<file path="src/rtl/cpa_pkg.sv">
`timescale 1ns / 1ps

package cpa_pkg;

  // field widths
  localparam int ModeW  = 2;
  localparam int PixelW = 32;
  localparam int ChanW  = 8;

  // operating modes
  localparam logic [ModeW-1:0] MODE_SCAN = 2'd0;
  localparam logic [ModeW-1:0] MODE_EMIT = 2'd1;
  localparam logic [ModeW-1:0] MODE_MONO = 2'd2;

  // fixed pixel values
  localparam logic [PixelW-1:0] OPAQUE_BLACK = 32'hff00_0000;
  localparam logic [PixelW-1:0] OPAQUE_WHITE = 32'hffff_ffff;
  localparam logic [PixelW-1:0] TRANSPARENT  = 32'h0000_0000;
  localparam logic [ChanW-1:0]  FULL_ALPHA   = 8'd255;

  // floor(c * a / 255) with the divide done as add and shift, exact for c, a <= 255
  function automatic logic [ChanW-1:0] scale_chan(input logic [ChanW-1:0] c,
                                                  input logic [ChanW-1:0] a);
    logic [2*ChanW-1:0] prod;
    logic [2*ChanW:0]   sum;
    prod = {8'd0, c} * {8'd0, a};
    sum  = {1'b0, prod} + {9'd0, prod[2*ChanW-1:ChanW]} + 17'd1;
    return sum[2*ChanW-1:ChanW];
  endfunction

endpackage

</file>
<file path="src/rtl/cpa_if.sv">
`timescale 1ns / 1ps

// input pixel channel
interface cpa_in_if;
  logic                          valid;
  logic                          ready;
  logic [cpa_pkg::ModeW-1:0]     mode;
  logic [cpa_pkg::PixelW-1:0]    pixel_argb;
  logic                          and_bit;
  logic                          xor_bit;
  logic                          first_pixel;

  modport source (output valid, mode, pixel_argb, and_bit, xor_bit, first_pixel,
                  input ready);
  modport sink (input valid, mode, pixel_argb, and_bit, xor_bit, first_pixel,
                output ready);
endinterface

// converted pixel channel
interface cpa_out_if;
  logic                          valid;
  logic                          ready;
  logic [cpa_pkg::PixelW-1:0]    out_argb;
  logic                          alpha_present;

  modport source (output valid, out_argb, alpha_present, input ready);
  modport sink (input valid, out_argb, alpha_present, output ready);
endinterface

</file>
<file path="src/rtl/cursor_image_to_premultiplied_argb.sv">
`timescale 1ns / 1ps

// an accepted transaction passes the input register and then the result register before its result is offered
// throughput: one pixel per cycle while the output is not stalled, set by the single stage of three 8x8 multiplies
// scan pixels and unused mode codes produce no output transaction
// reset (rst, synchronous, active high) empties both stages and clears the alpha flag
module cursor_image_to_premultiplied_argb (
  input  logic clk,
  input  logic rst,
  cpa_in_if.sink    pix_in,
  cpa_out_if.source pix_out
);

  // input stage
  logic                           a_valid;
  logic [cpa_pkg::ModeW-1:0]      a_mode;
  logic [cpa_pkg::PixelW-1:0]     a_pixel;
  logic                           a_and;
  logic                           a_xor;
  logic                           a_first;

  // result stage
  logic                           r_valid;
  logic [cpa_pkg::PixelW-1:0]     r_argb;
  logic                           r_alpha;

  logic                           alpha_seen;
  logic                           alpha_seen_next;
  logic                           s_adv;
  logic                           a_emits;
  logic [cpa_pkg::ChanW-1:0]      alpha_eff;
  logic [cpa_pkg::PixelW-1:0]     argb_next;
  logic                           alpha_nonzero;

  assign s_adv   = a_valid && (!r_valid || pix_out.ready);
  assign a_emits = (a_mode == cpa_pkg::MODE_EMIT) || (a_mode == cpa_pkg::MODE_MONO);
  assign pix_in.ready = !a_valid || s_adv;

  // input register
  always_ff @(posedge clk) begin
    if (rst) begin
      a_valid <= 1'b0;
    end else if (pix_in.ready) begin
      a_valid <= pix_in.valid;
    end
    if (pix_in.ready && pix_in.valid) begin
      a_mode  <= pix_in.mode;
      a_pixel <= pix_in.pixel_argb;
      a_and   <= pix_in.and_bit;
      a_xor   <= pix_in.xor_bit;
      a_first <= pix_in.first_pixel;
    end
  end

  // scan flag update
  assign alpha_nonzero = (a_pixel[31:24] != '0);

  always_comb begin
    alpha_seen_next = alpha_seen;
    if (s_adv && a_mode == cpa_pkg::MODE_SCAN) begin
      alpha_seen_next = a_first ? alpha_nonzero : (alpha_seen || alpha_nonzero);
    end
  end

  always_ff @(posedge clk) begin
    if (rst) begin
      alpha_seen <= 1'b0;
    end else begin
      alpha_seen <= alpha_seen_next;
    end
  end

  // pixel conversion; alpha zero yields all-zero products on its own
  assign alpha_eff = (!alpha_seen && !a_and) ? cpa_pkg::FULL_ALPHA : a_pixel[31:24];

  always_comb begin
    if (a_mode == cpa_pkg::MODE_MONO) begin
      if (a_and && !a_xor) begin
        argb_next = cpa_pkg::TRANSPARENT;
      end else if (a_xor && !a_and) begin
        argb_next = cpa_pkg::OPAQUE_WHITE;
      end else begin
        argb_next = cpa_pkg::OPAQUE_BLACK;
      end
    end else begin
      argb_next = {alpha_eff,
                   cpa_pkg::scale_chan(a_pixel[23:16], alpha_eff),
                   cpa_pkg::scale_chan(a_pixel[15:8], alpha_eff),
                   cpa_pkg::scale_chan(a_pixel[7:0], alpha_eff)};
    end
  end

  // result register
  always_ff @(posedge clk) begin
    if (rst) begin
      r_valid <= 1'b0;
    end else if (s_adv) begin
      r_valid <= a_emits;
    end else if (pix_out.ready) begin
      r_valid <= 1'b0;
    end
    if (s_adv && a_emits) begin
      r_argb  <= argb_next;
      r_alpha <= (a_mode == cpa_pkg::MODE_EMIT) ? alpha_seen : 1'b0;
    end
  end

  assign pix_out.valid         = r_valid;
  assign pix_out.out_argb      = r_argb;
  assign pix_out.alpha_present = r_alpha;

`ifndef SYNTH
  // a new result only comes from an emitting pixel leaving the input stage
  a_rose_from_emit: assert property (@(posedge clk) disable iff (rst)
    $rose(r_valid) |-> $past(s_adv && a_emits))
    else $error("result appeared without an emitting pixel");

  // the alpha flag moves only on a scan pixel
  a_flag_from_scan: assert property (@(posedge clk) disable iff (rst)
    (!$past(rst) && alpha_seen != $past(alpha_seen)) |->
      $past(s_adv && a_mode == cpa_pkg::MODE_SCAN))
    else $error("alpha flag changed outside a scan pixel");

  // an empty input stage always takes a transaction
  a_empty_ready: assert property (@(posedge clk) disable iff (rst)
    !a_valid |-> pix_in.ready)
    else $error("input stalled while empty");

  // zero alpha output must be fully transparent
  a_zero_alpha: assert property (@(posedge clk) disable iff (rst)
    (r_valid && r_argb[31:24] == 8'h00) |-> (r_argb == cpa_pkg::TRANSPARENT))
    else $error("zero alpha with nonzero color");
`endif

endmodule
</file>
<file path="src/flat_wrapper.sv">
// flat-port wrapper written by rule: the top's interface ports become plain ports
module cursor_image_to_premultiplied_argb_flat 
  (clk, rst, pix_in_valid, pix_in_mode, pix_in_pixel_argb, pix_in_and_bit, pix_in_xor_bit, pix_in_first_pixel, pix_in_ready, pix_out_valid, pix_out_out_argb, pix_out_alpha_present, pix_out_ready);
  cpa_in_if pix_in_i ();
  cpa_out_if pix_out_i ();
  input  logic clk;
  input  logic rst;
  input wire logic [$bits(pix_in_i.valid)-1:0] pix_in_valid;
  input wire logic [$bits(pix_in_i.mode)-1:0] pix_in_mode;
  input wire logic [$bits(pix_in_i.pixel_argb)-1:0] pix_in_pixel_argb;
  input wire logic [$bits(pix_in_i.and_bit)-1:0] pix_in_and_bit;
  input wire logic [$bits(pix_in_i.xor_bit)-1:0] pix_in_xor_bit;
  input wire logic [$bits(pix_in_i.first_pixel)-1:0] pix_in_first_pixel;
  output wire logic [$bits(pix_in_i.ready)-1:0] pix_in_ready;
  output wire logic [$bits(pix_out_i.valid)-1:0] pix_out_valid;
  output wire logic [$bits(pix_out_i.out_argb)-1:0] pix_out_out_argb;
  output wire logic [$bits(pix_out_i.alpha_present)-1:0] pix_out_alpha_present;
  input wire logic [$bits(pix_out_i.ready)-1:0] pix_out_ready;
  assign pix_in_i.valid = pix_in_valid;
  assign pix_in_i.mode = pix_in_mode;
  assign pix_in_i.pixel_argb = pix_in_pixel_argb;
  assign pix_in_i.and_bit = pix_in_and_bit;
  assign pix_in_i.xor_bit = pix_in_xor_bit;
  assign pix_in_i.first_pixel = pix_in_first_pixel;
  assign pix_in_ready = pix_in_i.ready;
  assign pix_out_valid = pix_out_i.valid;
  assign pix_out_out_argb = pix_out_i.out_argb;
  assign pix_out_alpha_present = pix_out_i.alpha_present;
  assign pix_out_i.ready = pix_out_ready;
  cursor_image_to_premultiplied_argb u_core (.clk(clk), .rst(rst), .pix_in(pix_in_i), .pix_out(pix_out_i));
endmodule
</file>
<file path="config.mk">
export PLATFORM = sky130hd
export DESIGN_NAME = cursor_image_to_premultiplied_argb_flat
export DESIGN_NICKNAME = d
export VERILOG_FILES = /design/src/rtl/cpa_pkg.sv /design/src/rtl/cpa_if.sv /design/src/rtl/cursor_image_to_premultiplied_argb.sv /design/src/flat_wrapper.sv
export SDC_FILE = /design/constraint.sdc
export NUM_CORES = 1
export LEC_CHECK = 0
export ABC_CLOCK_PERIOD_IN_PS = 6200
export BUFFER_PORTS_ARGS = -buffer_cell sky130_fd_sc_hd__buf_2
export CORE_ASPECT_RATIO = 0.5
export CORE_MARGIN = 1
export CORE_UTILIZATION = 50
export DETAILED_ROUTE_END_ITERATION = 8
export PLACE_DENSITY = 0.71
export REMOVE_ABC_BUFFERS = 1
export SETUP_SLACK_MARGIN = 0.02
export SYNTH_ARGS = -nofsm -noshare
export SYNTH_HDL_FRONTEND = slang
export SYNTH_SLANG_ARGS = --single-unit
</file>
<file path="constraint.sdc">
create_clock -name clk -period 6.2 [get_ports clk]
set_input_delay 0.62 -clock clk [delete_from_list [all_inputs] [get_ports clk]]
set_output_delay 0.62 -clock clk [all_outputs]
set_load 0.02 [all_outputs]
</file>
==> results of run 1 <==
==> logic make-up after synthesis <==
logic type | Yosys count | share of synthesized area
mux | 2 | 0.001904
flops | 73 | 0.2056
buf+inv | 202 | 0.07400
fa+ha+maj | 239 | 0.3610
compound gates | 174 | 0.1146
simple gates | 400 | 0.2123
xor+xnor | 36 | 0.03070
==> cell type report <==
| class | instances | share of cell area |
|---|---|---|
| repair buffers | 259 | 0.1406 |
| well taps | 273 | 0.02506 |
| clock inverters | 6 | 0.002570 |
| clock buffers | 10 | 0.01680 |
| multi-input cells | 851 | 0.6090 |
| inverters | 172 | 0.04736 |
| flip-flops and latches | 73 | 0.1586 |
==> layer usage <==
layer,share of wire,vias up
li1,-,4292
met1,0.42,4570
met2,0.51,275
met3,0.051,42
met4,0.019,0
met5,0,-
==> registers in the layout (all words and copies together), names as in the netlist <==
register,count
u_core.a_xor,1
u_core.a_pixel,32
u_core.pix_out.out_argb,32
u_core.alpha_seen,1
u_core.pix_out.alpha_present,1
u_core.a_mode,2
u_core.a_and,1
u_core.a_valid,1
u_core.a_first,1
u_core.pix_out.valid,1
==> through the flow <==
step                area, sq um  hold slack, ps
finish                    13630           435.1
global route              13630           427.2
CTS                       12840           427.9
global placement          12050           513.1
floorplan                 10380           491.1
detailed placement        12050           523.2
==> cells in the final DEF (no fill, tap or decap), types with 8 or more instances in the layout <==
cell type	n
buf_2	75
buf_4	154
buf_6	24
xnor2_1	24
nor2_1	31
nor3_1	13
and2_1	164
and2_4	9
nand3_1	27
nand4_1	16
o21ai_1	9
ha_4	15
edfxtp_1	70
a31oi_1	8
fa_1	102
inv_1	155
clkbuf_16	11
o21ai_0	15
a21oi_1	32
ha_1	113
inv_2	17
nand2_1	63
a21oi_2	14
a21o_1	19
==> what timing repair did <==
action / 4_1_cts / 5_1_grt
gates cloned: 0 / 2
endpoints found under the setup margin: 24 / 24
hold endpoints to repair: 0 / 0
pin swaps: 46 / 80
gates resized for setup: 67 / 125
setup buffers: 28 / 29
==> path summary, 6_finish.rpt <==
kind         slack (ps)  cells after the start                                    end                         from
min reg2reg         570                      2      u_core.pix_out.valid$_SDFFE_PP0P_  u_core.a_valid$_SDFFE_PP0N_
min                 440                      1           u_core.a_pixel[10]$_DFFE_PP_        pix_in_pixel_argb[10]
max                -290                     31  u_core.pix_out.out_argb[12]$_DFFE_PP_       u_core.a_and$_DFFE_PP_
max reg2reg        -290                     31  u_core.pix_out.out_argb[12]$_DFFE_PP_       u_core.a_and$_DFFE_PP_
==> critical path, delay by kind of cell (launching register included) <==
kind,cells,cell delay (ps)
compound gates,2,450
xor+xnor,1,180
fa+ha+maj,5,2240
buf+inv,16,1850
flops,1,420
simple gates,7,1200
==> results.txt, run 1 <==
Outcome -> complete, but fails checks
Failing checks -> negative setup slack
Placeable Area -> 0.02060 sq mm
DR vias -> 9179
Remaining DRCs -> 0
Final Critical Period -> 6493 ps
Crit-path slowest cell -> fa_1
DR iter-0 viols -> 613
Prevailing post-synth register cell -> edfxtp_1
Arr. time, crit path -> 6690 ps
Area contributors post-synth -> fa_1, edfxtp_1, ha_1, and2_1, inv_1
Total track usage -> 0.2482
Async set or reset register ratio after synthesis -> 0
Cell count after synthesis -> 1126
GPL Wtd Cong -> 0.9362
Hold Crit Class -> input pin to register
Layout cells sized above 1 -> 0.3063
Worst-case clock skew -> 7.868 ps
Post-synthesis instance area -> 0.01052 sq mm
Tcrit/Tclk final -> 1.047
Yosys reg bits -> 73
Area of the multi-input gates -> 0.008303 sq mm
Die ar. -> 0.02165 sq mm
Clk sinks -> 73
Initial antenna violation count -> 0
List of most frequent post-synthesis cells -> and2_1, inv_1, ha_1, fa_1
Worst-path fanout max -> 7
Met1 usage -> 0.3133
Final ANT Viol Nets -> 0
Number of flops mapped to enable cells by yosys -> 70
H-tree levels -> 3
Synth warn -> 0
Fin cells -> 1644
Pin count of the biggest net entering global routing -> 38
Final number of max-transition violations -> 0
Remaining global-route overflow -> 0
Final setup vio count -> 20
Rows -> 37
Num CTS Buffers -> 9
Number of global-route vias before repair -> 9244
Worst slack, placed -> -427.6 ps
Drt pass-1 iters -> 7
N_diodes -> 0
CP Launch Type -> register
Area delta synth->final -> 29.64%
Clk Latency, worst-skew pair -> 360 ps
Dpl hpwl -> 20.43 mm
Top-area cell type share of the netlist area -> 0.2056
Syn avg cell area -> 9.340 sq um
Setup Crit Path Kind -> register to register
Area leader, netlist -> fa_1
CP max stage delay -> 500 ps
Port bufs -> 75
Worst setup margin -> -293.1 ps
Slew HR -> 0.2577
Utilization after layout -> 0.6618
Routed WL -> 28.19 mm
IO Pins -> 76
CTS tree -> done
FMAX -> 154.0 MHz
Register area share after synthesis -> 0.2056
Placed insts -> 1571
Final TNS setup -> -2154 ps
Grt met2 use -> 0.4414
Worst-margin pin slew -> 1112 ps
Data required, critical path -> 6400 ps
Storage cell area -> 0.002162 sq mm
Global-route wire length before repair -> 43.32 mm
Top-count cell post-synth -> and2_1
Clock root buffer -> clkbuf_16
Final Hold Violating Endpoints -> 0
Clock slew at reported path FFs -> 60 ps
Max-cap violations -> 0
Clk buf depth -> 2
Worst Setup End Kind -> register
RSZ-0062 raised after global routing -> yes
Routed len/inst -> 17.14 um
Met3 Use GR -> 0.03276
Die height -> 104.6 um
Initial Utilization -> 0.5105
Post-cts hold buffer count -> 0
Fillers -> 1519
Most used cell, CP -> buf_4
Die W -> 207.1 um
Vias per Instance -> 5.583
Final #Nets -> 1644
Synth cell types -> 76
GR peak layer -> met2
Power of run 1 is left out: the tool's default activity adds up to more than one toggle a clock period on the data nets, which glitch-free logic cannot reach.
==> run 2, diff against run 1 <==
--- a/config.mk
+++ b/config.mk
@@ -10,6 +10,7 @@
 export CORE_ASPECT_RATIO = 0.5
 export CORE_MARGIN = 1
 export CORE_UTILIZATION = 50
+export CTS_BUF_LIST = sky130_fd_sc_hd__clkbuf_8
 export DETAILED_ROUTE_END_ITERATION = 8
 export PLACE_DENSITY = 0.71
 export REMOVE_ABC_BUFFERS = 1
==> run 2 against run 1 <==
  * The flow still finishes with violations (negative setup slack)
  * First-iteration DRC count decreased by 19%
  * Routed wire length decreased by 3.7%
  * Via count decreased by 2.1%
  * Critical path depth decreased by 5
  * Fmax increased by 0.44%
  * Die area unchanged
  * Clock skew increased by 4.5 ps
  * Non-clock buffer count decreased by 9
  * Final area decreased by 2.0%
  * Utilization decreased by 1.3 points
  * Sequential cell count unchanged
==> results.txt, run 2 (synthesis gave the netlist of run 1 again) <==
Outcome -> complete, but fails checks
Failing checks -> negative setup slack
Worst setup margin -> -264.8 ps
Worst Setup End Kind -> register
RSZ-0062 raised after global routing -> yes
Number of global-route vias before repair -> 9155
Clk Latency, worst-skew pair -> 390 ps
Buf/Inv on CP -> 6
CTS tree -> done
CP max stage delay -> 530 ps
Final number of max-transition violations -> 0
Die ar. -> 0.02165 sq mm
Met1 usage -> 0.3132
Worst-path fanout max -> 7
Max-cap violations -> 0
Vias per Instance -> 5.497
Global-route wire length before repair -> 42.95 mm
Final TNS setup -> -2053 ps
Final #Nets -> 1635
Data required, critical path -> 6460 ps
CP Launch Type -> register
Placed cell area -> 0.01205 sq mm
Total track usage -> 0.2455
WHS Path Cells -> 1
Clk buf depth -> 2
Post-cts hold buffer count -> 0
DR iter-0 viols -> 498
Clock slew at reported path FFs -> 90 ps
Utilization after layout -> 0.6483
Port bufs -> 75
Drt pass-1 iters -> 5
Remaining global-route overflow -> 0
Grt met2 use -> 0.4363
FMAX -> 154.7 MHz
Dpl hpwl -> 20.43 mm
Rows -> 37
Initial Utilization -> 0.5105
FF-to-FF path depth -> 26
Die height -> 104.6 um
CP Depth -> 26
Worst-margin pin slew -> 1116 ps
Die W -> 207.1 um
Final Hold Violating Endpoints -> 0
H-tree levels -> 3
Worst slack, placed -> -427.6 ps
Final Critical Period -> 6465 ps
DR vias -> 8987
GPL Wtd Cong -> 0.9362
CP top delay family -> adder cells
Area delta synth->final -> 27.01%
Fillers -> 1566
Setup Crit Path Kind -> register to register
Met3 Use GR -> 0.03006
Pin count of the biggest net entering global routing -> 38
Area of the multi-input gates -> 0.008258 sq mm
GR peak layer -> met2
Final ANT Viol Nets -> 0
Storage cell area -> 0.002162 sq mm
Crit-path slowest cell -> fa_1
Worst-case clock skew -> 12.39 ps
Tcrit/Tclk final -> 1.043
N_diodes -> 0
Highest-count cells in the layout ignoring fill and taps -> and2_1, inv_1, buf_4
Clk sinks -> 73
Hold Crit Class -> input pin to register
Most used cell, CP -> fa_1
Initial antenna violation count -> 0
Layout cells sized above 1 -> 0.2907
IO Pins -> 76
Slew HR -> 0.2551
Arr. time, crit path -> 6730 ps
Placeable Area -> 0.02060 sq mm
Final setup vio count -> 19
Commonest non-fill, non-tap cell in the layout -> and2_1
Clock root buffer -> clkbuf_8
Fin area -> 0.01336 sq mm
Routed WL -> 27.13 mm
Routed len/inst -> 16.60 um
Num CTS Buffers -> 9
Remaining DRCs -> 0
[run 2: cell types whose count changed in the layout (fill, tap and decap cells not counted), sizes merged]
cell	previous run	this run
buf	257	249
clkbuf	12	10
inv	172	173
[run 2: path summary, 6_finish.rpt]
| check | startpoint | to | slack [ps] |
|---|---|---|---|
| setup / recovery | u_core.a_and$_DFFE_PP_ | u_core.pix_out.out_argb[14]$_DFFE_PP_ | -260 |
| hold / removal | pix_in_pixel_argb[5] | u_core.a_pixel[5]$_DFFE_PP_ | 400 |
| setup reg to reg | u_core.a_and$_DFFE_PP_ | u_core.pix_out.out_argb[14]$_DFFE_PP_ | -260 |
| hold reg to reg | u_core.a_valid$_SDFFE_PP0N_ | u_core.pix_out.valid$_SDFFE_PP0P_ | 550 |
[run 2: metrics by stage]
step,hold slack [ps],cells
floorplan,491.1,1096
global placement,513.1,1571
detailed placement,523.2,1571
CTS,385.1,1616
global route,387.8,1635
finish,403.8,1635
[run 2: area by class of cell]
cell class,instances,share of cell area
Clock inverter,7,0.002904
Multi-Input combinational cell,851,0.6183
Clock buffer,9,0.009274
Inverter,172,0.04834
Tap cell,273,0.02557
Sequential cell,73,0.1619
Timing Repair Buffer,250,0.1338
[run 2: routing by layer]
metal  wire length (um)  vias to the layer above  part of all wire
met2              14000                      206              0.52
met1              11510                     4465              0.42
met3               1095                       41             0.040
li1                   -                     4275                 -
met5                  0                        -                 0
met4                531                        0             0.020
[run 2: timing repair]
action	4_1_cts	5_1_grt
setup buffers	29	20
resized for setup	62	100
endpoints found under the hold margin	0	0
gates cloned	0	1
setup endpoints to repair	24	24
pin swaps	42	87
Power of run 2 is left out for the same reason.
